===== config.mk =====
export PLATFORM = sky130hd
export DESIGN_NAME = record_selection_sort_unit
export DESIGN_NICKNAME = d
export VERILOG_FILES = /design/src/sv/rss_pkg.sv /design/src/sv/rss_front.sv /design/src/sv/rss_fifo.sv /design/src/sv/rss_back.sv /design/src/sv/record_selection_sort_unit.sv
export SDC_FILE = /design/constraint.sdc
export NUM_CORES = 2
export LEC_CHECK = 0
export ABC_AREA = 0
export BUFFER_PORTS_ARGS = -buffer_cell sky130_fd_sc_hd__buf_2
export CAP_MARGIN = 25
export CORE_ASPECT_RATIO = 1.2
export CORE_MARGIN = 2
export CORE_UTILIZATION = 30
export DETAILED_ROUTE_END_ITERATION = 16
export SLEW_MARGIN = 20
export SYNTH_ARGS = -nofsm -noshare
export SYNTH_HDL_FRONTEND = slang
export SYNTH_HIERARCHICAL = 1
export SYNTH_SLANG_ARGS = --single-unit

===== constraint.sdc =====
create_clock -name clk -period 5.9 [get_ports clk]
set_input_delay 0.295 -clock clk [delete_from_list [all_inputs] [get_ports clk]]
set_output_delay 0.295 -clock clk [all_outputs]
set_load 0.02 [all_outputs]

===== src/sv/rss_pkg.sv =====
// ---------------------------------------------------------------------------
// rss_pkg
// Types, constants and the key compare shared by the record sort unit.
// ---------------------------------------------------------------------------
package rss_pkg;

  localparam int IdW    = 20;
  localparam int PriceW = 22;

  // Queue between front and back
  localparam int QDepth = 4;
  localparam int QPtrW  = 2;

  // Sort modes
  localparam logic [1:0] MODE_PRICE_ASC  = 2'd0;
  localparam logic [1:0] MODE_PRICE_DESC = 2'd1;
  localparam logic [1:0] MODE_ID_ASC     = 2'd2;

  typedef struct packed {
    logic [IdW-1:0]    record_id;
    logic [PriceW-1:0] price_cents;
    logic              last_in;
  } in_t;

  typedef struct packed {
    logic [IdW-1:0]    out_id;
    logic [PriceW-1:0] out_price_cents;
    logic              last_out;
  } out_t;

  typedef struct packed {
    logic [IdW-1:0]    id;
    logic [PriceW-1:0] price;
  } rec_t;

  // Classified command from front to back
  typedef struct packed {
    rec_t rec;
    logic store;
    logic last;
  } cmd_t;

  typedef enum logic [2:0] {
    ST_LOAD,
    ST_FETCH,
    ST_SCAN,
    ST_SWAP_I,
    ST_SWAP_SEL,
    ST_NEXT,
    ST_EMIT_RD,
    ST_EMIT_WR
  } state_t;

  // True when cand is strictly better than cur under the given mode
  function automatic logic better(input logic [1:0] mode, input rec_t cand, input rec_t cur);
    logic res;
    case (mode)
      MODE_PRICE_ASC:  res = (cand.price < cur.price);
      MODE_PRICE_DESC: res = (cand.price > cur.price);
      MODE_ID_ASC:     res = (cand.id < cur.id);
      default:         res = 1'b0;
    endcase
    return res;
  endfunction

endpackage


===== src/sv/rss_front.sv =====
// ---------------------------------------------------------------------------
// rss_front
// Accepts records and marks each one as stored or dropped by set size.
// ---------------------------------------------------------------------------
module rss_front #(
  parameter int MAX_RECORDS = 64
) (
  input  logic          clk,
  input  logic          rst,
  input  logic          push,
  input  rss_pkg::in_t  item,
  output logic          full,
  input  logic          q_full,
  output logic          q_push,
  output rss_pkg::cmd_t q_cmd
);

  localparam int CW = $clog2(MAX_RECORDS + 1);

  logic [CW-1:0] fcnt;
  logic          accept;
  logic          store;

  // Classify the incoming beat
  assign accept = push && !q_full;
  assign store  = (fcnt < CW'(MAX_RECORDS));
  assign full   = q_full;
  assign q_push = accept;

  always_comb begin
    q_cmd.rec.id    = item.record_id;
    q_cmd.rec.price = item.price_cents;
    q_cmd.store     = store;
    q_cmd.last      = item.last_in;
  end

  // Count records of the current set; restart on the last one
  always_ff @(posedge clk) begin
    if (rst) begin
      fcnt <= '0;
    end else if (accept) begin
      if (item.last_in) begin
        fcnt <= '0;
      end else if (store) begin
        fcnt <= fcnt + CW'(1);
      end
    end
  end

endmodule


===== src/sv/rss_fifo.sv =====
// ---------------------------------------------------------------------------
// rss_fifo
// Short command queue that decouples the front from the sort engine.
// ---------------------------------------------------------------------------
module rss_fifo (
  input  logic          clk,
  input  logic          rst,
  input  logic          push,
  input  rss_pkg::cmd_t wdata,
  output logic          full,
  input  logic          pop,
  output rss_pkg::cmd_t rdata,
  output logic          empty
);

  localparam int PW = rss_pkg::QPtrW;

  rss_pkg::cmd_t entries [rss_pkg::QDepth];
  logic [PW-1:0] wr_ptr;
  logic [PW-1:0] rd_ptr;
  logic [PW:0]   count;
  logic          do_push;
  logic          do_pop;

  assign full    = (count == (PW+1)'(rss_pkg::QDepth));
  assign empty   = (count == '0);
  assign do_push = push && !full;
  assign do_pop  = pop && !empty;
  assign rdata   = entries[rd_ptr];

  // Advance pointers and occupancy
  always_ff @(posedge clk) begin
    if (rst) begin
      wr_ptr <= '0;
      rd_ptr <= '0;
      count  <= '0;
    end else begin
      if (do_push) begin
        wr_ptr <= wr_ptr + PW'(1);
      end
      if (do_pop) begin
        rd_ptr <= rd_ptr + PW'(1);
      end
      if (do_push && !do_pop) begin
        count <= count + (PW+1)'(1);
      end else if (do_pop && !do_push) begin
        count <= count - (PW+1)'(1);
      end
    end
  end

  // Hold entry payload
  always_ff @(posedge clk) begin
    if (do_push) begin
      entries[wr_ptr] <= wdata;
    end
  end

endmodule


===== src/sv/rss_back.sv =====
// ---------------------------------------------------------------------------
// rss_back
// Record store, selection sort engine with one comparator, and emitter.
// ---------------------------------------------------------------------------
module rss_back #(
  parameter int MAX_RECORDS = 64
) (
  input  logic          clk,
  input  logic          rst,
  input  logic [1:0]    sort_mode,
  input  logic          q_empty,
  input  rss_pkg::cmd_t q_cmd,
  output logic          q_pop,
  input  logic          pop,
  output rss_pkg::out_t result,
  output logic          empty
);

  localparam int IW = (MAX_RECORDS > 1) ? $clog2(MAX_RECORDS) : 1;
  localparam int CW = $clog2(MAX_RECORDS + 1);

  rss_pkg::state_t state;
  rss_pkg::state_t state_next;

  // Record store
  rss_pkg::rec_t mem [MAX_RECORDS];
  rss_pkg::rec_t rd_q;

  logic [CW-1:0] n;
  logic [IW-1:0] i;
  logic [CW-1:0] j;
  logic [IW-1:0] sel;
  logic [IW-1:0] k;
  rss_pkg::rec_t best;
  rss_pkg::rec_t icopy;
  logic          rd_v;
  logic          rd_first;
  logic [IW-1:0] rd_idx;
  rss_pkg::out_t out_q;
  logic          out_v;

  logic          mem_we;
  logic [IW-1:0] mem_waddr;
  rss_pkg::rec_t mem_wdata;
  logic [IW-1:0] rd_addr;
  logic          issue;
  logic          load_out;
  logic          j_more;
  logic          more_rows;
  logic          k_last;
  logic [CW-1:0] n_after;

  assign j_more    = (j < n);
  assign more_rows = ((CW'(i) + CW'(2)) < n);
  assign k_last    = ((CW'(k) + CW'(1)) == n);
  assign n_after   = n + CW'(q_cmd.store);
  assign load_out  = (state == rss_pkg::ST_EMIT_WR) && (!out_v || pop);
  assign empty     = !out_v;
  assign result    = out_q;

  // Next state
  always_comb begin
    state_next = state;
    case (state)
      rss_pkg::ST_LOAD: begin
        if (!q_empty && q_cmd.last) begin
          if (n_after == '0) begin
            state_next = rss_pkg::ST_LOAD;
          end else if (n_after == CW'(1)) begin
            state_next = rss_pkg::ST_EMIT_RD;
          end else begin
            state_next = rss_pkg::ST_FETCH;
          end
        end
      end
      rss_pkg::ST_FETCH: state_next = rss_pkg::ST_SCAN;
      rss_pkg::ST_SCAN: begin
        if (!j_more && !rd_v) begin
          state_next = (sel != i) ? rss_pkg::ST_SWAP_I : rss_pkg::ST_NEXT;
        end
      end
      rss_pkg::ST_SWAP_I:   state_next = rss_pkg::ST_SWAP_SEL;
      rss_pkg::ST_SWAP_SEL: state_next = rss_pkg::ST_NEXT;
      rss_pkg::ST_NEXT: begin
        state_next = more_rows ? rss_pkg::ST_FETCH : rss_pkg::ST_EMIT_RD;
      end
      rss_pkg::ST_EMIT_RD: state_next = rss_pkg::ST_EMIT_WR;
      rss_pkg::ST_EMIT_WR: begin
        if (!out_v || pop) begin
          state_next = k_last ? rss_pkg::ST_LOAD : rss_pkg::ST_EMIT_RD;
        end
      end
      default: state_next = rss_pkg::ST_LOAD;
    endcase
  end

  // Store port and queue controls per state
  always_comb begin
    q_pop     = 1'b0;
    mem_we    = 1'b0;
    mem_waddr = i;
    mem_wdata = q_cmd.rec;
    rd_addr   = i;
    issue     = 1'b0;
    case (state)
      rss_pkg::ST_LOAD: begin
        q_pop     = !q_empty;
        mem_we    = !q_empty && q_cmd.store;
        mem_waddr = n[IW-1:0];
        mem_wdata = q_cmd.rec;
      end
      rss_pkg::ST_FETCH: begin
        rd_addr = i;
        issue   = 1'b1;
      end
      rss_pkg::ST_SCAN: begin
        rd_addr = j[IW-1:0];
        issue   = j_more;
      end
      rss_pkg::ST_SWAP_I: begin
        mem_we    = 1'b1;
        mem_waddr = i;
        mem_wdata = best;
      end
      rss_pkg::ST_SWAP_SEL: begin
        mem_we    = 1'b1;
        mem_waddr = sel;
        mem_wdata = icopy;
      end
      rss_pkg::ST_EMIT_RD,
      rss_pkg::ST_EMIT_WR: begin
        rd_addr = k;
      end
      default: begin
        q_pop = 1'b0;
      end
    endcase
  end

  // Write and read the store
  always_ff @(posedge clk) begin
    if (mem_we) begin
      mem[mem_waddr] <= mem_wdata;
    end
    rd_q <= mem[rd_addr];
  end

  // Control state
  always_ff @(posedge clk) begin
    if (rst) begin
      state <= rss_pkg::ST_LOAD;
      n     <= '0;
      rd_v  <= 1'b0;
      out_v <= 1'b0;
    end else begin
      state <= state_next;
      rd_v  <= issue;
      if (state == rss_pkg::ST_LOAD && !q_empty && q_cmd.store) begin
        n <= n + CW'(1);
      end else if (load_out && k_last) begin
        n <= '0;
      end
      if (load_out) begin
        out_v <= 1'b1;
      end else if (pop) begin
        out_v <= 1'b0;
      end
    end
  end

  // Sort and emit datapath
  always_ff @(posedge clk) begin
    rd_first <= (state == rss_pkg::ST_FETCH);
    rd_idx   <= rd_addr;
    case (state)
      rss_pkg::ST_LOAD: begin
        i <= '0;
        k <= '0;
      end
      rss_pkg::ST_FETCH: begin
        j <= CW'(i) + CW'(1);
      end
      rss_pkg::ST_NEXT: begin
        i <= i + IW'(1);
      end
      default: begin
        if (issue) begin
          j <= j + CW'(1);
        end
      end
    endcase
    // Track the best candidate of the current row
    if (rd_v) begin
      if (rd_first) begin
        best  <= rd_q;
        icopy <= rd_q;
        sel   <= rd_idx;
      end else if (rss_pkg::better(sort_mode, rd_q, best)) begin
        best <= rd_q;
        sel  <= rd_idx;
      end
    end
    if (load_out) begin
      out_q.out_id          <= rd_q.id;
      out_q.out_price_cents <= rd_q.price;
      out_q.last_out        <= k_last;
      k                     <= k + IW'(1);
    end
  end

endmodule


===== src/sv/record_selection_sort_unit.sv =====
// ---------------------------------------------------------------------------
// record_selection_sort_unit: load, selection sort and emit of id/price records
// Load: one record per cycle through a 4-entry queue while it is not full. The
// sort does one key compare per cycle on the store read port, swaps through
// SWAP_I and SWAP_SEL, then emits via EMIT_RD and EMIT_WR. Synchronous reset
// clears counts, queue, output and sort_mode; the record store is left as is.
// ---------------------------------------------------------------------------
module record_selection_sort_unit #(
  parameter int MAX_RECORDS = 64
) (
  input  logic          clk,
  input  logic          rst,
  input  logic          push,
  input  rss_pkg::in_t  item,
  output logic          full,
  input  logic          pop,
  output rss_pkg::out_t result,
  output logic          empty,
  input  logic          cfg_we,
  input  logic [1:0]    cfg_data
);

  logic          q_push;
  logic          q_full;
  logic          q_pop;
  logic          q_empty;
  rss_pkg::cmd_t q_wcmd;
  rss_pkg::cmd_t q_rcmd;
  logic [1:0]    sort_mode;

  // Hold the sort mode register
  always_ff @(posedge clk) begin
    if (rst) begin
      sort_mode <= rss_pkg::MODE_PRICE_ASC;
    end else if (cfg_we) begin
      sort_mode <= cfg_data;
    end
  end

  rss_front #(.MAX_RECORDS(MAX_RECORDS)) u_front (
    .clk    (clk),
    .rst    (rst),
    .push   (push),
    .item   (item),
    .full   (full),
    .q_full (q_full),
    .q_push (q_push),
    .q_cmd  (q_wcmd)
  );

  rss_fifo u_fifo (
    .clk   (clk),
    .rst   (rst),
    .push  (q_push),
    .wdata (q_wcmd),
    .full  (q_full),
    .pop   (q_pop),
    .rdata (q_rcmd),
    .empty (q_empty)
  );

  rss_back #(.MAX_RECORDS(MAX_RECORDS)) u_back (
    .clk       (clk),
    .rst       (rst),
    .sort_mode (sort_mode),
    .q_empty   (q_empty),
    .q_cmd     (q_rcmd),
    .q_pop     (q_pop),
    .pop       (pop),
    .result    (result),
    .empty     (empty)
  );

endmodule


== Word-level counts from Yosys, hierarchy flattened ==
Memories as Yosys holds them, arrays and structs flattened. A register that Yosys moved wholly into a read port is not among the register bits.
Index checks and enable logic that the tools add are counted.

* Memory bits (writable): 2864
* Memories kept: 2
* Output and inout port bits: 45
* Register bits: 187
* Logic and storage cells: 141

* Order comparisons: 6
* Add/sub/neg operators: 13
* Equal/unequal tests: 16
* Reduce and logical (&&, ||, !) cells: 40
* Bitwise operators: 1
* Multiplexer cells: 41

{| class="wikitable"
|+ Memory list
! memory !! depth !! width !! rd ports !! clocked after memory_dff !! write ports !! line !! source
|-
| u_back.mem || 64 || 42 || 1 || 1 || 1 || rss_back.sv:26 || <nowiki>rss_pkg::rec_t mem [MAX_RECORDS];</nowiki>
|-
| u_fifo.entries || 4 || 44 || 1 || 1 || 1 || rss_fifo.sv:18 || <nowiki>rss_pkg::cmd_t entries [rss_pkg::QDepth];</nowiki>
|}

{| class="wikitable"
|+ Operators by type and width
! cell !! number
|-
| $mux W42 || 2
|-
| $pmux W42 S2 || 1
|-
| $pmux W6 S2 || 3
|-
| $mux W7 || 5
|-
| $mux W3 || 10
|-
| $mux W6 || 4
|-
| $pmux W3 S8 || 1
|-
| $gt A22 B22 Y1 || 1
|-
| $lt A22 B22 Y1 || 1
|-
| $add A7 B1 Y7 const B || 3
|-
| $lt A20 B20 Y1 || 1
|-
| $reduce_bool A2 Y1 || 8
|-
| $eq A3 B3 Y1 const B || 5
|-
| $add A6 B1 Y7 const B || 2
|-
| $lt A7 B7 Y1 || 2
|-
| $pmux W7 S2 || 1
|-
| $add A6 B1 Y6 const B || 2
|-
| $logic_and A1 B1 Y1 || 12
|-
| $mux W1 || 9
|-
| $reduce_and A2 Y1 || 4
|-
| $add A6 B2 Y7 const B || 1
|-
| $add A7 B1 Y7 || 1
|-
| $eq A7 B1 Y1 const B || 1
|-
| $eq A7 B7 Y1 || 1
|-
| other kinds (22) || 36
|}

== Logic depth before layout (Yosys ltp) ==
* Word-level depth: 8
* Mapped depth: 15
* Mapped depth without buffers: 11

== By module ==
The synthesis kept the hierarchy.

{| class="wikitable"
|+ Modules (own cells, without submodules)
! module !! cells an instance !! sequential area each (µm²) !! instances !! area each (µm²)
|-
| rss_back || 7441 || 86503.0 || 1 || 114220.8
|-
| rss_fifo || 278 || 5465.2 || 1 || 6862.8
|-
| rss_front || 89 || 140.1 || 1 || 740.7
|-
| record_selection_sort_unit || 6 || 40.0 || 1 || 67.6
|}

== Worst setup path after synthesis ==
OpenSTA, ideal clock, no wires.

* Path type: reg2reg
* Start: register u_back.state[2]
* End: memory u_back/mem[28][0] (netlist name) (enable)
* Setup time: 442 ps
* Path slack: 1660 ps
* Cell stages (with the launch flop): 10
* Clock period less this slack: 4240 ps
* Buffers on the path: 4
* Data arrival time: 3798 ps
* Cells stage by stage: dfxtp_1 -> buf_4 -> clkbuf_1 -> clkbuf_1 -> and2_1 -> clkbuf_1 -> nor2_1 -> nand2_1 -> nand3_1 -> nor2_1

* Longest elaborated chain between the ends: 5
* Elaborated cells between the ends (all ways): 8
* Classes of those cells: 2 x eq/ne; 4 x mux; 2 x reduce/logical

{| class="wikitable"
|+ Ends and longest elaborated chain
! item !! line !! source
|-
| start: declaration || rss_back.sv:22 || <nowiki>rss_pkg::state_t state;</nowiki>
|-
| start signal: assignment || rss_back.sv:151 || <nowiki>state <= rss_pkg::ST_LOAD;</nowiki>
|-
| start signal: assignment || rss_back.sv:156 || <nowiki>state <= state_next;</nowiki>
|-
| $eq A3 B2 Y1 or $eq A3 B3 Y1 (tied branches) || rss_back.sv:105 || <nowiki>case (state)</nowiki>
|-
| $reduce_or A2 Y1 (no line) || - ||
|-
| $pmux W1 S2 || rss_back.sv:105 ||
|-
| $mux W1 || rss_back.sv:142 || <nowiki>if (mem_we) begin</nowiki>
|-
| $mux W1 (not written as such) || rss_back.sv:143 || <nowiki>mem[mem_waddr] <= mem_wdata;</nowiki>
|-
| end: declaration || rss_back.sv:26 ||
|}

Parallel ways exist; a longest one is shown, timed or not.

== Worst setup path after layout ==
* Start: register u_back.state[0]
* End: register, netlist name u_back/rd_q[21]

* Longest elaborated chain between the ends: 3
* Elaborated cells between the ends (all ways): 5
* Classes of those cells: 3 x eq/ne; 1 x mux; 1 x reduce/logical

{| class="wikitable"
|+ Ends and longest elaborated chain
! item !! line
|-
| $eq A3 B3 Y1 || rss_back.sv:105
|-
| $reduce_or A2 Y1 || rss_back.sv:105
|-
| $pmux W6 S2 (*) || rss_back.sv:105
|}

Mark *: on every way between the ends. The rest lies on a longest branch, timed or not.
A chain may end at the register's enable or synchronous reset.

==> summary.md <==
| Metric | Value |
|---|---|
| Clock sink count | around 3100 |
| Seq cells post-synth | ~3100 |
| Starting Density | 0.301 |
| Mapped Area | approximately 120000 um2 |
| Critical Path Start Type | flip-flop |
| Die Height | 702 um |
| H-tree Lvls | 5 |
| Nets | 8126 |
| RSZ-0062 raised after global routing | no |
| Slew headroom | 0.215 |
| Syn_nets | slightly below 8000 |
| Proportion of synthesized chip area in sequential cells | 0.756 |
| Worst Hold Path EP | u_fifo/entries[3][29]$_DFFE_PP_ |
| Cell count after synthesis | 7814 |
| Share of synthesized flip-flops with an asynchronous set or reset | 0 |
| Share of cells above drive strength 1 | 0.147 |
| Tmin final | 4.73 ns |
| Fmax | 0.212 GHz |
| Fin. Hold Viols | 0 |
| Clock root buffer | clkbuf_16 |
| Fillcell total | roughly 38000 |
| Cell taking the most area after synthesis | edfxtp_1 |
| CP Cell Sequence | nand4bb_1, and4_4, inv_8, buf_12, buf_4, nand2_1, and3_1, a31oi_1, o2111ai_1, o31a_1, nand4_1 |
| Vias in the first global route | 70900 |
| CTS Buffer Depth | 4 |
| Grt ovf | 0 |
| CP top delay family | simple AND/OR/NAND/NOR gates |
| Global Route Usage Sum | 0.169 |
| R2R Path End | u_back/rd_q[21]$_DFF_P_ |
| Setup slack, reg-to-reg | between 1 and 1.5 ns |
| Clk_lat worst skew | 0.89 ns |
| Setup bufs post-CTS | 0 |
| Synth top area share | 0.743 |
| Detailed Place HPWL | 201000 um |
| DIE AREA | about 410000 um2 |
| Largest net degree at the start of global routing | 96 |
| Detailed-route via count | ~70000 |
| Worst-Margin Slew | 1.18 ns |
| Synthesized area per cell | around 16 um2 |
| Final Total Pwr | 81.3 mW |
| Die width | 586 um |
| P_leak | between 40 and 50 nW |
| Critical path's largest stage delay | about 0.8 ns |
| Pre-antenna DRT Iters | 6 |
| Core Area | approximately 400000 um2 |
| Min-delay src | item[28] |
| First-pass GRT wire length | between 500000 and 600000 um |
| Slew Viols, Final | 0 |
| Row cnt | around 260 |
| DRC Markers | 0 |
| Crit path buffers/inverters | 3 |
| Syn-to-layout area delta | 15.1% |
| CP Data Required Time | about 6.5 ns |
| Finish-stage setup viols | 0 |
| Drt wl/cell | about 26 um |
| Most frequent cells in the layout | edfxtp_1, nand2_1, nand3_1 |
| Final ANT Viol Nets | 0 |
| PD cells | a little under 600 nW/um2 |
| Period utilization | 0.801 |
| CTS tree | done |
| Setup TNS | 0 ns |
| Number of synthesized flops with an enable pin | between 3000 and 4000 |
| Max stage delay cell, worst path | dfxtp_1 |
| Worst-case reg-to-reg path depth | 11 |
| Port bufs | 94 |
| Clock slew seen by the registers of the worst setup and hold paths | 0.07 ns |
| Initial antenna violation count | 8 |
| CP Max Fanout | between 60 and 70 |
| Placer Congestion | between 0.8 and 0.9 |
| Max_cap viols | 0 |
| Setup crit end kind | flip-flop |
| Max VDD drop | around 0.00053 V |
| Top post-synthesis cells by area | edfxtp_1, mux4_2, nand2_1 |
| Clock Skew | about 0.077 ns |
| Hold Path Depth | 2 |
| Commonest non-fill, non-tap cell in the layout | edfxtp_1 |
| 1st-iter DRT viols | a little over 9000 |
| Yosys cell types | 80 |
| Syn. warnings | 6 |
| Number of vias per cell | around 5.3 |
| Num CTS Buffers | 292 |
| Worst hold path type | input port to flip-flop |
| Critical Path AT | ~5.4 ns |
| Overall routed net length | 358000 um |
| Crit Path Category | flip-flop to flip-flop |
| Status | complete, no violations |
| IO Count | 95 |
| R2R Path Start | u_back/state[0]$_SDFFE_PP0P_ |
| Top_reg_cell synth | edfxtp_1 |
## Yosys cell counts, types with 42 or more instances
master     count
nand4_1      244
mux2i_1       99
clkbuf_1     155
nand2_1     1693
a22oi_1       48
buf_2        217
edfxtp_1    3016
ha_1          66
nand3_1      634
a41oi_1      114
nor2_1       214
o2111ai_1     51
a32oi_1       42
inv_1         66
mux4_2       288
nor2b_1       81
a21oi_1      124
and3_1        52
dfxtp_1       79
buf_1         49
buf_4         69
a31oi_1       48
## state kept, by name, indices dropped and copies added, names as in the netlist, 2 cells and up, named ones only
signal          count
sort_mode           2
u_back/best        42
u_back/i            6
u_back/icopy       42
u_back/j            7
u_back/k            6
u_back/mem       2688
u_back/n            7
u_back/rd_idx       6
u_back/rd_q        42
u_back/result      43
u_back/sel          6
u_back/state        3
u_fifo/count        3
u_fifo/entries    176
u_fifo/rd_ptr       2
u_fifo/wr_ptr       2
u_front/fcnt        7
## per-layer routing
| metal | vias to the layer above | wire, um | global-route usage |
|---|---|---|---|
| met5 | - | 44 | 0 |
| li1 | 30300 | - | - |
| met2 | 3769 | 176000 | 0.288 |
| met3 | 685 | 32700 | 0.0279 |
| met4 | 6 | 13100 | 0.0599 |
| met1 | 37200 | 136000 | 0.216 |
## power by group
group          leakage, nW  switching, mW  internal [mW]
sequential            27.9           1.11           30.1
combinational         12.4           22.2           9.04
clock                 4.62           8.09           10.7
total                 44.9           31.4           49.9
## how the worst max path moves through the flow
| stage | from | to | slack [ns] | cells after the start |
|---|---|---|---|---|
| after global routing | u_back/state[0]$_SDFFE_PP0P_ | u_back/rd_q[21]$_DFF_P_ | 1.06 | 11 |
| after CTS | u_back/state[0]$_SDFFE_PP0P_ | u_back/rd_q[21]$_DFF_P_ | 1.26 | 11 |
| final | u_back/state[0]$_SDFFE_PP0P_ | u_back/rd_q[21]$_DFF_P_ | 1.17 | 11 |
| after global placement | u_back/state[0]$_SDFFE_PP0P_ | u_back/rd_q[21]$_DFF_P_ | 1.33 | 11 |
| after floorplan | u_back/state[2]$_SDFFE_PP0P_ | u_back/mem[28][0]$_DFFE_PP_ | 1.66 | 9 |
| after detailed placement | u_back/rd_q[28]$_DFF_P_ | u_back/best[23]$_DFFE_PP_ | 1.27 | 9 |
## metrics by stage
step	utilization	cell area (um2)	worst slack [ns]	std cells	hold WS, ns
final	0.347	140000	1.17	13700	0.169
after global routing	0.347	140000	1.06	13700	0.163
after floorplan	-	122000	1.66	7814	0.364
after CTS	0.346	140000	1.26	13600	0.113
after global placement	0.321	130000	1.33	13100	0.387
after detailed placement	0.322	130000	1.27	13100	0.389
## cell type report
cell class	instances	area, um2	area share
Clock inverter	132	1330	0.00950
Clock buffer	385	8090	0.0577
Inverter	72	295	0.00210
Sequential cell	3095	92200	0.657
Timing Repair Buffer	407	4010	0.0286
Multi-Input combinational cell	4141	27600	0.197
Tap cell	5418	6780	0.0483
Antenna cell	1	2.50	0.0000178
## cell families after synthesis
| group | synth area share |
|---|---|
| multiplexers | 0.0614 |
| flip-flops | 0.756 |
| XOR/XNOR | 0.00263 |
| AO/OA/AOI/OAI | 0.0398 |
| buffers and inverters | 0.0234 |
| adder cells (fa/ha/maj) | 0.00694 |
| AND/OR/NAND/NOR | 0.110 |
## what timing repair did
action | 4_1_cts | 5_1_grt
hold buffers | 53 | 0
gates resized for setup | 0 | 0
endpoints found under the hold margin | 195 | 0
(Power assumes the default switching activity.)
